`config.mk`:
```
export PLATFORM = sky130hd
export DESIGN_NAME = turtle_grid_plotter
export DESIGN_NICKNAME = d
export VERILOG_FILES = /design/src/tgp_pkg.sv /design/src/tgp_map_ram.sv /design/src/turtle_grid_plotter.sv
export SDC_FILE = /design/constraint.sdc
export NUM_CORES = 1
export LEC_CHECK = 0
export CORE_MARGIN = 2
export CORE_UTILIZATION = 50
export DETAILED_ROUTE_END_ITERATION = 7
export DONT_BUFFER_PORTS = 1
export GPL_TIMING_DRIVEN = 0
export MAX_ROUTING_LAYER = met4
export PLACE_DENSITY_LB_ADDON = 0.08
export SYNTH_ARGS = -nofsm -noshare
export SYNTH_HDL_FRONTEND = slang
export SYNTH_HIERARCHICAL = 1
export SYNTH_SLANG_ARGS = --single-unit
```
`constraint.sdc`:
```
create_clock -name clk -period 3.7 [get_ports clk]
set_input_delay 0 -clock clk [delete_from_list [all_inputs] [get_ports clk]]
set_output_delay 0 -clock clk [all_outputs]
set_load 0.05 [all_outputs]
```
`src/tgp_pkg.sv`:
```
package tgp_pkg;

  // Default edge length of the square bit map, in cells
  localparam int GRID_DEFAULT = 20;

  // Width of the coordinate and distance fields on the ports
  localparam int FIELD_W = 5;

  typedef enum logic [2:0] {
    OP_PEN_UP     = 3'd0,
    OP_PEN_DOWN   = 3'd1,
    OP_TURN_RIGHT = 3'd2,
    OP_TURN_LEFT  = 3'd3,
    OP_MOVE       = 3'd4,
    OP_READ       = 3'd5,
    OP_CLEAR      = 3'd6
  } op_t;

  typedef enum logic [1:0] {
    HD_COL_PLUS  = 2'd0,
    HD_ROW_MINUS = 2'd1,
    HD_COL_MINUS = 2'd2,
    HD_ROW_PLUS  = 2'd3
  } heading_t;

  typedef enum logic [2:0] {
    ST_IDLE,
    ST_MOVE,
    ST_DRAIN,
    ST_READ,
    ST_RESP
  } state_t;

endpackage

```
`src/tgp_map_ram.sv`:
```
// One row of the bit map per entry; one write port, one registered read port.
module tgp_map_ram #(
  parameter int DEPTH = tgp_pkg::GRID_DEFAULT,
  parameter int WIDTH = tgp_pkg::GRID_DEFAULT
) (
  input  logic                     clk,
  input  logic                     wr_en,
  input  logic [$clog2(DEPTH)-1:0] wr_addr,
  input  logic [WIDTH-1:0]         wr_data,
  input  logic [$clog2(DEPTH)-1:0] rd_addr,
  output logic [WIDTH-1:0]         rd_data
);

  logic [WIDTH-1:0] mem [DEPTH];

  always_ff @(posedge clk) begin
    if (wr_en) begin
      mem[wr_addr] <= wr_data;
    end
  end

  always_ff @(posedge clk) begin
    rd_data <= mem[rd_addr];
  end

endmodule

```
`src/turtle_grid_plotter.sv`:
```
// Channel   Handshake               Payload
// cmd       cmd_valid / cmd_ready   opcode, move_distance, read_row, read_col
// rsp       rsp_valid / rsp_ready   status, turtle_row, turtle_col, turtle_heading,
//                                   pen_is_up, cell_value
//
// Sequence: pen, turn, clear, unused op, pen-up, zero-length and rejected move go
// straight to ST_RESP; read cell passes through a read state first; a pen-down move
// steps one cell per cycle through the stepper and the map RAM's single write port.
// Reset: synchronous; map reads as blank, turtle at 0,0 heading 0 with pen up.
// Clear and home takes effect at once through per-row valid flags.
// Stalls: one command in flight; a held result in the output register does not
// stop the next command being taken.
module turtle_grid_plotter #(
  parameter int GRID = tgp_pkg::GRID_DEFAULT
) (
  input  logic       clk,
  input  logic       rst,
  input  logic       cmd_valid,
  output logic       cmd_ready,
  input  logic [2:0] opcode,
  input  logic [4:0] move_distance,
  input  logic [4:0] read_row,
  input  logic [4:0] read_col,
  output logic       rsp_valid,
  input  logic       rsp_ready,
  output logic       status,
  output logic [4:0] turtle_row,
  output logic [4:0] turtle_col,
  output logic [1:0] turtle_heading,
  output logic       pen_is_up,
  output logic       cell_value
);

  // position width (0..GRID), map index width (0..GRID-1), compare width
  localparam int PW = $clog2(GRID + 1);
  localparam int RW = $clog2(GRID);
  localparam int CW = ((PW > tgp_pkg::FIELD_W) ? PW : tgp_pkg::FIELD_W) + 1;
  localparam logic [CW-1:0] GRID_C  = CW'(GRID);
  localparam logic [GRID-1:0] ONE_BIT = GRID'(1);

  tgp_pkg::state_t   state, state_next;
  tgp_pkg::heading_t heading;
  logic [PW-1:0]     pos_row, pos_col;
  logic              pen_up;
  logic [4:0]        steps;
  logic              status_q, cell_q;

  // read-cell request
  logic [RW-1:0]     req_row, req_col;
  logic              req_ok;

  // rows written since the last clear; unwritten rows read as blank
  logic [GRID-1:0]   row_valid;

  // write stage of the draw pipeline, plus last-write bypass
  logic              s1_valid;
  logic [RW-1:0]     s1_row, s1_col;
  logic              fwd_valid;
  logic [RW-1:0]     fwd_row;
  logic [GRID-1:0]   fwd_data;

  logic [GRID-1:0]   rd_data, wr_data, base_row;
  logic [RW-1:0]     rd_addr;

  logic              cmd_fire, rsp_load;
  logic [CW-1:0]     dist_c, prow_c, pcol_c, rr_c, rc_c;
  logic [CW-1:0]     sum_row, dif_row, sum_col, dif_col;
  logic              move_bad, mark_ok;
  logic [PW-1:0]     end_row, end_col, step_row, step_col;

  assign cmd_ready = (state == tgp_pkg::ST_IDLE);
  assign cmd_fire  = cmd_valid && cmd_ready;

  assign dist_c = CW'(move_distance);
  assign prow_c = CW'(pos_row);
  assign pcol_c = CW'(pos_col);
  assign rr_c   = CW'(read_row);
  assign rc_c   = CW'(read_col);

  assign sum_row = prow_c + dist_c;
  assign dif_row = prow_c - dist_c;
  assign sum_col = pcol_c + dist_c;
  assign dif_col = pcol_c - dist_c;

  // bounds check and end point of a move
  always_comb begin
    move_bad = (dist_c > GRID_C);
    end_row  = pos_row;
    end_col  = pos_col;
    case (heading)
      tgp_pkg::HD_COL_PLUS: begin
        move_bad = move_bad || (sum_col > GRID_C);
        end_col  = sum_col[PW-1:0];
      end
      tgp_pkg::HD_ROW_MINUS: begin
        move_bad = move_bad || (prow_c < dist_c);
        end_row  = dif_row[PW-1:0];
      end
      tgp_pkg::HD_COL_MINUS: begin
        move_bad = move_bad || (pcol_c < dist_c);
        end_col  = dif_col[PW-1:0];
      end
      default: begin
        move_bad = move_bad || (sum_row > GRID_C);
        end_row  = sum_row[PW-1:0];
      end
    endcase
  end

  // one-cell stepper, reused every cycle of a drawing move
  always_comb begin
    step_row = pos_row;
    step_col = pos_col;
    case (heading)
      tgp_pkg::HD_COL_PLUS:  step_col = pos_col + PW'(1);
      tgp_pkg::HD_ROW_MINUS: step_row = pos_row - PW'(1);
      tgp_pkg::HD_COL_MINUS: step_col = pos_col - PW'(1);
      default:               step_row = pos_row + PW'(1);
    endcase
  end

  // cells on the far edge (coordinate GRID) are never written
  assign mark_ok = (prow_c < GRID_C) && (pcol_c < GRID_C);

  // Map RAM: read issued while stepping (or at read-cell accept), registered
  // data used in the write stage (or the read state). A same-row write in the
  // previous cycle is not yet visible in rd_data, so it is bypassed.
  assign rd_addr  = (state == tgp_pkg::ST_MOVE) ? pos_row[RW-1:0] : rr_c[RW-1:0];
  assign base_row = (fwd_valid && (fwd_row == s1_row)) ? fwd_data :
                    (row_valid[s1_row] ? rd_data : '0);
  assign wr_data  = base_row | (ONE_BIT << s1_col);

  tgp_map_ram #(
    .DEPTH (GRID),
    .WIDTH (GRID)
  ) u_map (
    .clk     (clk),
    .wr_en   (s1_valid),
    .wr_addr (s1_row),
    .wr_data (wr_data),
    .rd_addr (rd_addr),
    .rd_data (rd_data)
  );

  assign rsp_load = (state == tgp_pkg::ST_RESP) && (!rsp_valid || rsp_ready);

  // sequencer
  always_comb begin
    state_next = state;
    case (state)
      tgp_pkg::ST_IDLE: begin
        if (cmd_fire) begin
          case (tgp_pkg::op_t'(opcode))
            tgp_pkg::OP_MOVE: begin
              if (!move_bad && (move_distance != '0) && !pen_up) begin
                state_next = tgp_pkg::ST_MOVE;
              end else begin
                state_next = tgp_pkg::ST_RESP;
              end
            end
            tgp_pkg::OP_READ: state_next = tgp_pkg::ST_READ;
            default:          state_next = tgp_pkg::ST_RESP;
          endcase
        end
      end
      tgp_pkg::ST_MOVE: begin
        if (steps == 5'd1) begin
          state_next = tgp_pkg::ST_DRAIN;
        end
      end
      tgp_pkg::ST_DRAIN: state_next = tgp_pkg::ST_RESP;
      tgp_pkg::ST_READ:  state_next = tgp_pkg::ST_RESP;
      tgp_pkg::ST_RESP: begin
        if (rsp_load) begin
          state_next = tgp_pkg::ST_IDLE;
        end
      end
      default: state_next = tgp_pkg::ST_IDLE;
    endcase
  end

  always_ff @(posedge clk) begin
    if (rst) begin
      state <= tgp_pkg::ST_IDLE;
    end else begin
      state <= state_next;
    end
  end

  // turtle state and map bookkeeping
  always_ff @(posedge clk) begin
    if (rst) begin
      pos_row   <= '0;
      pos_col   <= '0;
      heading   <= tgp_pkg::HD_COL_PLUS;
      pen_up    <= 1'b1;
      row_valid <= '0;
      s1_valid  <= 1'b0;
      fwd_valid <= 1'b0;
    end else begin
      s1_valid  <= (state == tgp_pkg::ST_MOVE) && mark_ok;
      fwd_valid <= s1_valid;
      if (s1_valid) begin
        row_valid[s1_row] <= 1'b1;
      end
      if (state == tgp_pkg::ST_MOVE) begin
        pos_row <= step_row;
        pos_col <= step_col;
      end
      if (cmd_fire) begin
        case (tgp_pkg::op_t'(opcode))
          tgp_pkg::OP_PEN_UP:     pen_up  <= 1'b1;
          tgp_pkg::OP_PEN_DOWN:   pen_up  <= 1'b0;
          tgp_pkg::OP_TURN_RIGHT: heading <= tgp_pkg::heading_t'(heading - 2'd1);
          tgp_pkg::OP_TURN_LEFT:  heading <= tgp_pkg::heading_t'(heading + 2'd1);
          tgp_pkg::OP_MOVE: begin
            // pen up: jump straight to the end point
            if (!move_bad && pen_up) begin
              pos_row <= end_row;
              pos_col <= end_col;
            end
          end
          tgp_pkg::OP_CLEAR: begin
            pos_row   <= '0;
            pos_col   <= '0;
            heading   <= tgp_pkg::HD_COL_PLUS;
            row_valid <= '0;
          end
          default: ;
        endcase
      end
    end
  end

  // payload registers
  always_ff @(posedge clk) begin
    s1_row   <= pos_row[RW-1:0];
    s1_col   <= pos_col[RW-1:0];
    fwd_row  <= s1_row;
    fwd_data <= wr_data;
    if (state == tgp_pkg::ST_MOVE) begin
      steps <= steps - 5'd1;
    end
    if (cmd_fire) begin
      status_q <= (tgp_pkg::op_t'(opcode) == tgp_pkg::OP_MOVE) && move_bad;
      cell_q   <= 1'b0;
      steps    <= move_distance;
      req_row  <= rr_c[RW-1:0];
      req_col  <= rc_c[RW-1:0];
      req_ok   <= (rr_c < GRID_C) && (rc_c < GRID_C);
    end
    if (state == tgp_pkg::ST_READ) begin
      cell_q <= req_ok && row_valid[req_row] && rd_data[req_col];
    end
  end

  // output register
  always_ff @(posedge clk) begin
    if (rst) begin
      rsp_valid <= 1'b0;
    end else if (rsp_load) begin
      rsp_valid <= 1'b1;
    end else if (rsp_ready) begin
      rsp_valid <= 1'b0;
    end
  end

  always_ff @(posedge clk) begin
    if (rsp_load) begin
      status         <= status_q;
      turtle_row     <= prow_c[4:0];
      turtle_col     <= pcol_c[4:0];
      turtle_heading <= heading;
      pen_is_up      <= pen_up;
      cell_value     <= cell_q;
    end
  end

  // turtle never leaves 0..GRID
  a_pos_in_range: assert property (@(posedge clk) disable iff (rst)
    (prow_c <= GRID_C) && (pcol_c <= GRID_C))
    else $error("turtle position beyond grid edge");

  // stepping always has a cell left to do
  a_steps_live: assert property (@(posedge clk) disable iff (rst)
    (state == tgp_pkg::ST_MOVE) |-> (steps != '0))
    else $error("stepping with zero cells left");

  // map writes stay inside the map
  a_write_in_map: assert property (@(posedge clk) disable iff (rst)
    s1_valid |-> (CW'(s1_row) < GRID_C) && (CW'(s1_col) < GRID_C))
    else $error("map write outside the grid");

  // no map write is pending once the result is being formed
  a_drain_done: assert property (@(posedge clk) disable iff (rst)
    (state == tgp_pkg::ST_RESP) |-> !s1_valid)
    else $error("map write still pending at result");

endmodule

```
==> metrics.md <==
| Metric | Value |
|---|---|
| Max_cap viols | 0 |
| Post-route ant nets | 0 |
| Synth Cell Area | 21800 µm² |
| Leak | 8.83 nW |
| Clk sink count | approximately 530 |
| Die Span Y | 213 µm |
| Num rows | 76 |
| Initial antenna violation count | 0 |
| Power Total | 13.3 mW |
| Switching power | 2.88 mW |
| Root Driver | clkbuf_16 |
| Tmin final | 3.53 ns |
| RSZ-0062 raised after global routing | false |
| Final WL | approximately 53000 µm |
| Final slew viol count | 0 |
| Avg Inst Size Synth | ~15 µm² |
| Worst Path Arrival | between 3 and 4 ns |
| Endpoints failing hold | 0 |
| Largest net degree at the start of global routing | 22 |
| Synth cell types | 71 |
| Ys flop type | edfxtp_1 |
| Net Sw Frac | 0.217 |
| Clk Latency, worst-skew pair | around 0.60 ns |
| Worst setup margin | 0.170 ns |
| Worst Hold Class | primary input to register |
| Vias in the first global route | about 13000 |
| Setup TNS | 0 ns |
| Final setup vio count | 0 |
| CTS max path bufs | 3 |
| Worst-Margin Slew | 1.07 ns |
| Part of the Yosys area used for sequential elements | 0.682 |
| Clk pwr share | 0.444 |
| Critical Path RT | around 4.1 ns |
| Clock Skews | ~0.020 ns |
| Pre-CTS setup slack | -0.0832 ns |
| WL per Instance | 24.5 µm |
| First-pass GRT wire length | 80000 µm |
| CTS buffer count | 53 |
| Cells after Synth | between 1000 and 1500 |
| Core area | 43100 µm² |
| GRT Residual Overflow | 0 |
| Max Clk Rate | ~280 MHz |
| Vias per cell | 5.83 |
| Violation count after the first detailed-route iteration | 963 |
| Area Growth Syn to Fin | 15.6% |
| Internal power | 10.4 mW |
| DP HPWL | roughly 36000 µm |
| Drt drc | 0 |
| CTS clock-pin slew for the worst setup and hold paths | approximately 0.060 ns |
| Endpoint class of the critical path | register |
| Initial Util | 0.507 |
| Commonest non-fill, non-tap cell in the layout | edfxtp_1 |
| Slew headroom | 0.285 |
| Post-synth EDFFs | 433 |
| H-tree lvl count | 2 |
| Port-buffer cells | 0 |
| Final worst-path cycle share | 0.954 |
| Synth async-reset ratio | 0 |
| Crit Path Class | register to register |
| Worst-path fanout max | 10 |
| Overall Global Routing Usage | 0.250 |
| Filler Cells Inserted | 3387 |
| Share of layout cells above drive strength 1 | 0.163 |
| Synth Register Bits | 527 |
| Drt first pass iters | 7 |
| Vias | ~13000 |
| GP Congestion | 0.900 |
| Flop pwr share | 0.494 |
| Status | finished, final reports clean |
| Most frequent cells in the layout | edfxtp_1 (433), mux2i_1 (151), dfxtp_1 (94) |
| Maximum vdd drop | 0.000316 V |
| Mapped Nets | 1499 |
| Comb pwr share | 0.063 |
| CTS tree | yes |
| Die Footprint | 45400 µm² |
| YS warnings | 6 |
| Chip width | 213 µm |
| Pwr/cell area | 527 nW/µm² |
| Worst Setup Start Kind | register |
| Post-layout nets | 1597 |
| Ports | 39 |
## worst max-delay path, stage by stage (launching register included)
cell	delay [ns]
dfxtp_1	0.34
clkbuf_1	0.22
or3b_2	0.54
clkbuf_1	0.21
o21ai_0	0.54
nand4bb_1	0.26
clkbuf_1	0.52
o22ai_1	0.30
a311oi_1	0.32
o211ai_1	0.13
## metal layers
metal | global-route usage | up-vias | routed length [µm]
li1 | - | 5770 | -
met1 | 0.325 | 6383 | 22400
met2 | 0.407 | 396 | 26200
met3 | 0.0404 | 84 | 3050
met4 | 0.0755 | 0 | 1460
met5 | - | - | 0
## metrics by stage
stage	cells	area, µm²	util	hold WS (ns)
after floorplan	1439	21800	-	0.0989
after global placement	2024	22600	0.524	0.0991
after detailed placement	2042	23000	0.534	0.0991
after CTS	2164	25200	0.585	0.00333
after global routing	2166	25200	0.586	0.0182
final	2167	25200	0.586	0.0420
## cells in the mapped netlist (3+ instances only)
| master | count | area [µm²] |
|---|---|---|
| clkbuf_1 | 34 | 128 |
| a221oi_1 | 6 | 52.6 |
| a31oi_1 | 14 | 87.6 |
| nor2b_1 | 11 | 68.8 |
| and2_1 | 5 | 31.3 |
| and3_1 | 3 | 18.8 |
| ha_1 | 32 | 400 |
| mux4_2 | 37 | 833 |
| nor3b_1 | 6 | 45.0 |
| o21ai_0 | 32 | 160 |
| or3_1 | 4 | 25.0 |
| buf_1 | 3 | 11.3 |
| xor2_1 | 10 | 87.6 |
| mux2i_1 | 151 | 1510 |
| fa_1 | 6 | 120 |
| buf_2 | 14 | 70.1 |
| inv_1 | 34 | 128 |
| or2_2 | 7 | 43.8 |
| a211oi_1 | 8 | 60.1 |
| edfxtp_1 | 433 | 13000 |
| a221o_1 | 22 | 220 |
| a22oi_1 | 20 | 150 |
| o22ai_1 | 34 | 213 |
| a211oi_2 | 13 | 163 |
| xnor2_1 | 15 | 131 |
| nand3_1 | 25 | 125 |
| nand2_1 | 81 | 304 |
| buf_6 | 6 | 67.6 |
| nor3_1 | 14 | 70.1 |
| nand3b_1 | 7 | 52.6 |
| o211ai_1 | 4 | 30.0 |
| a21o_1 | 8 | 60.1 |
| mux2_2 | 14 | 158 |
| nor4_1 | 4 | 25.0 |
| a21oi_1 | 64 | 320 |
| buf_4 | 13 | 97.6 |
| nand4_1 | 9 | 56.3 |
| dfxtp_1 | 94 | 1880 |
| nor2_1 | 96 | 360 |
| nand2b_1 | 8 | 50.1 |
| or3b_2 | 4 | 35.0 |
## layout make-up
type                    count  area, µm²  area share
clock inverters            28        365      0.0145
plain buffers              69        374      0.0148
repair buffers             44        611      0.0242
well taps                 585        732      0.0290
clock buffers              71       1610      0.0639
diodes                      1       2.50   0.0000992
flip-flops and latches    527      14900       0.590
multi-input cells         808       6530       0.259
inverters                  34        128     0.00506
## final timing paths
| path | start | to | slack (ns) | depth (start not counted) |
|---|---|---|---|---|
| worst max-delay path | state[2] | u_map/rd_data[18] | 0.17 | 9 |
| worst min-delay path | read_row[1] | req_row[1] | 0.04 | 1 |
| worst max register to register | state[2] | u_map/rd_data[18] | 0.17 | 9 |
| worst min register to register | s1_row[0] | fwd_row[0] | 0.42 | 0 |
## logic make-up (layout without fill, tap and decap cells)
kind of cell / count (synthesis) / in the layout / share of synthesized area
buf+inv: 104 / 246 / 0.0230
simple gates: 293 / 293 / 0.0648
flops: 527 / 527 / 0.682
mux: 203 / 203 / 0.115
compound gates: 249 / 249 / 0.0817
xor+xnor: 25 / 25 / 0.0100
fa+ha+maj: 38 / 38 / 0.0238
other cells: 0 / 1 / 0
## power by group through the flow
stage	Sequential, mW	Clock (mW)	Combinational [mW]
after floorplan	6.66	0	0.567
after global placement	6.69	0	0.788
after detailed placement	6.69	0	0.798
after CTS	6.56	6.00	0.828
after global routing	6.57	6.23	0.903
final	6.56	5.90	0.833
## what timing repair did
action                                  4_1_cts  5_1_grt
resized for setup                             1        8
pin swaps                                     0        1
endpoints found under the setup margin      367       32
hold buffers                                 23        0
hold endpoints to repair                     53        0
buffers inserted                              0        3
## state kept, by name, indices dropped and copies added (netlist names), 2 cells and up
| signal | flops |
|---|---|
| fwd_data | 20 |
| fwd_row | 5 |
| heading | 2 |
| pos_col | 5 |
| pos_row | 5 |
| req_col | 5 |
| req_row | 5 |
| row_valid | 20 |
| s1_col | 5 |
| s1_row | 5 |
| state | 3 |
| steps | 5 |
| turtle_col | 5 |
| turtle_heading | 2 |
| turtle_row | 5 |
| u_map/mem | 400 |
| u_map/rd_data | 20 |
Power figures use the tool's default switching activity.
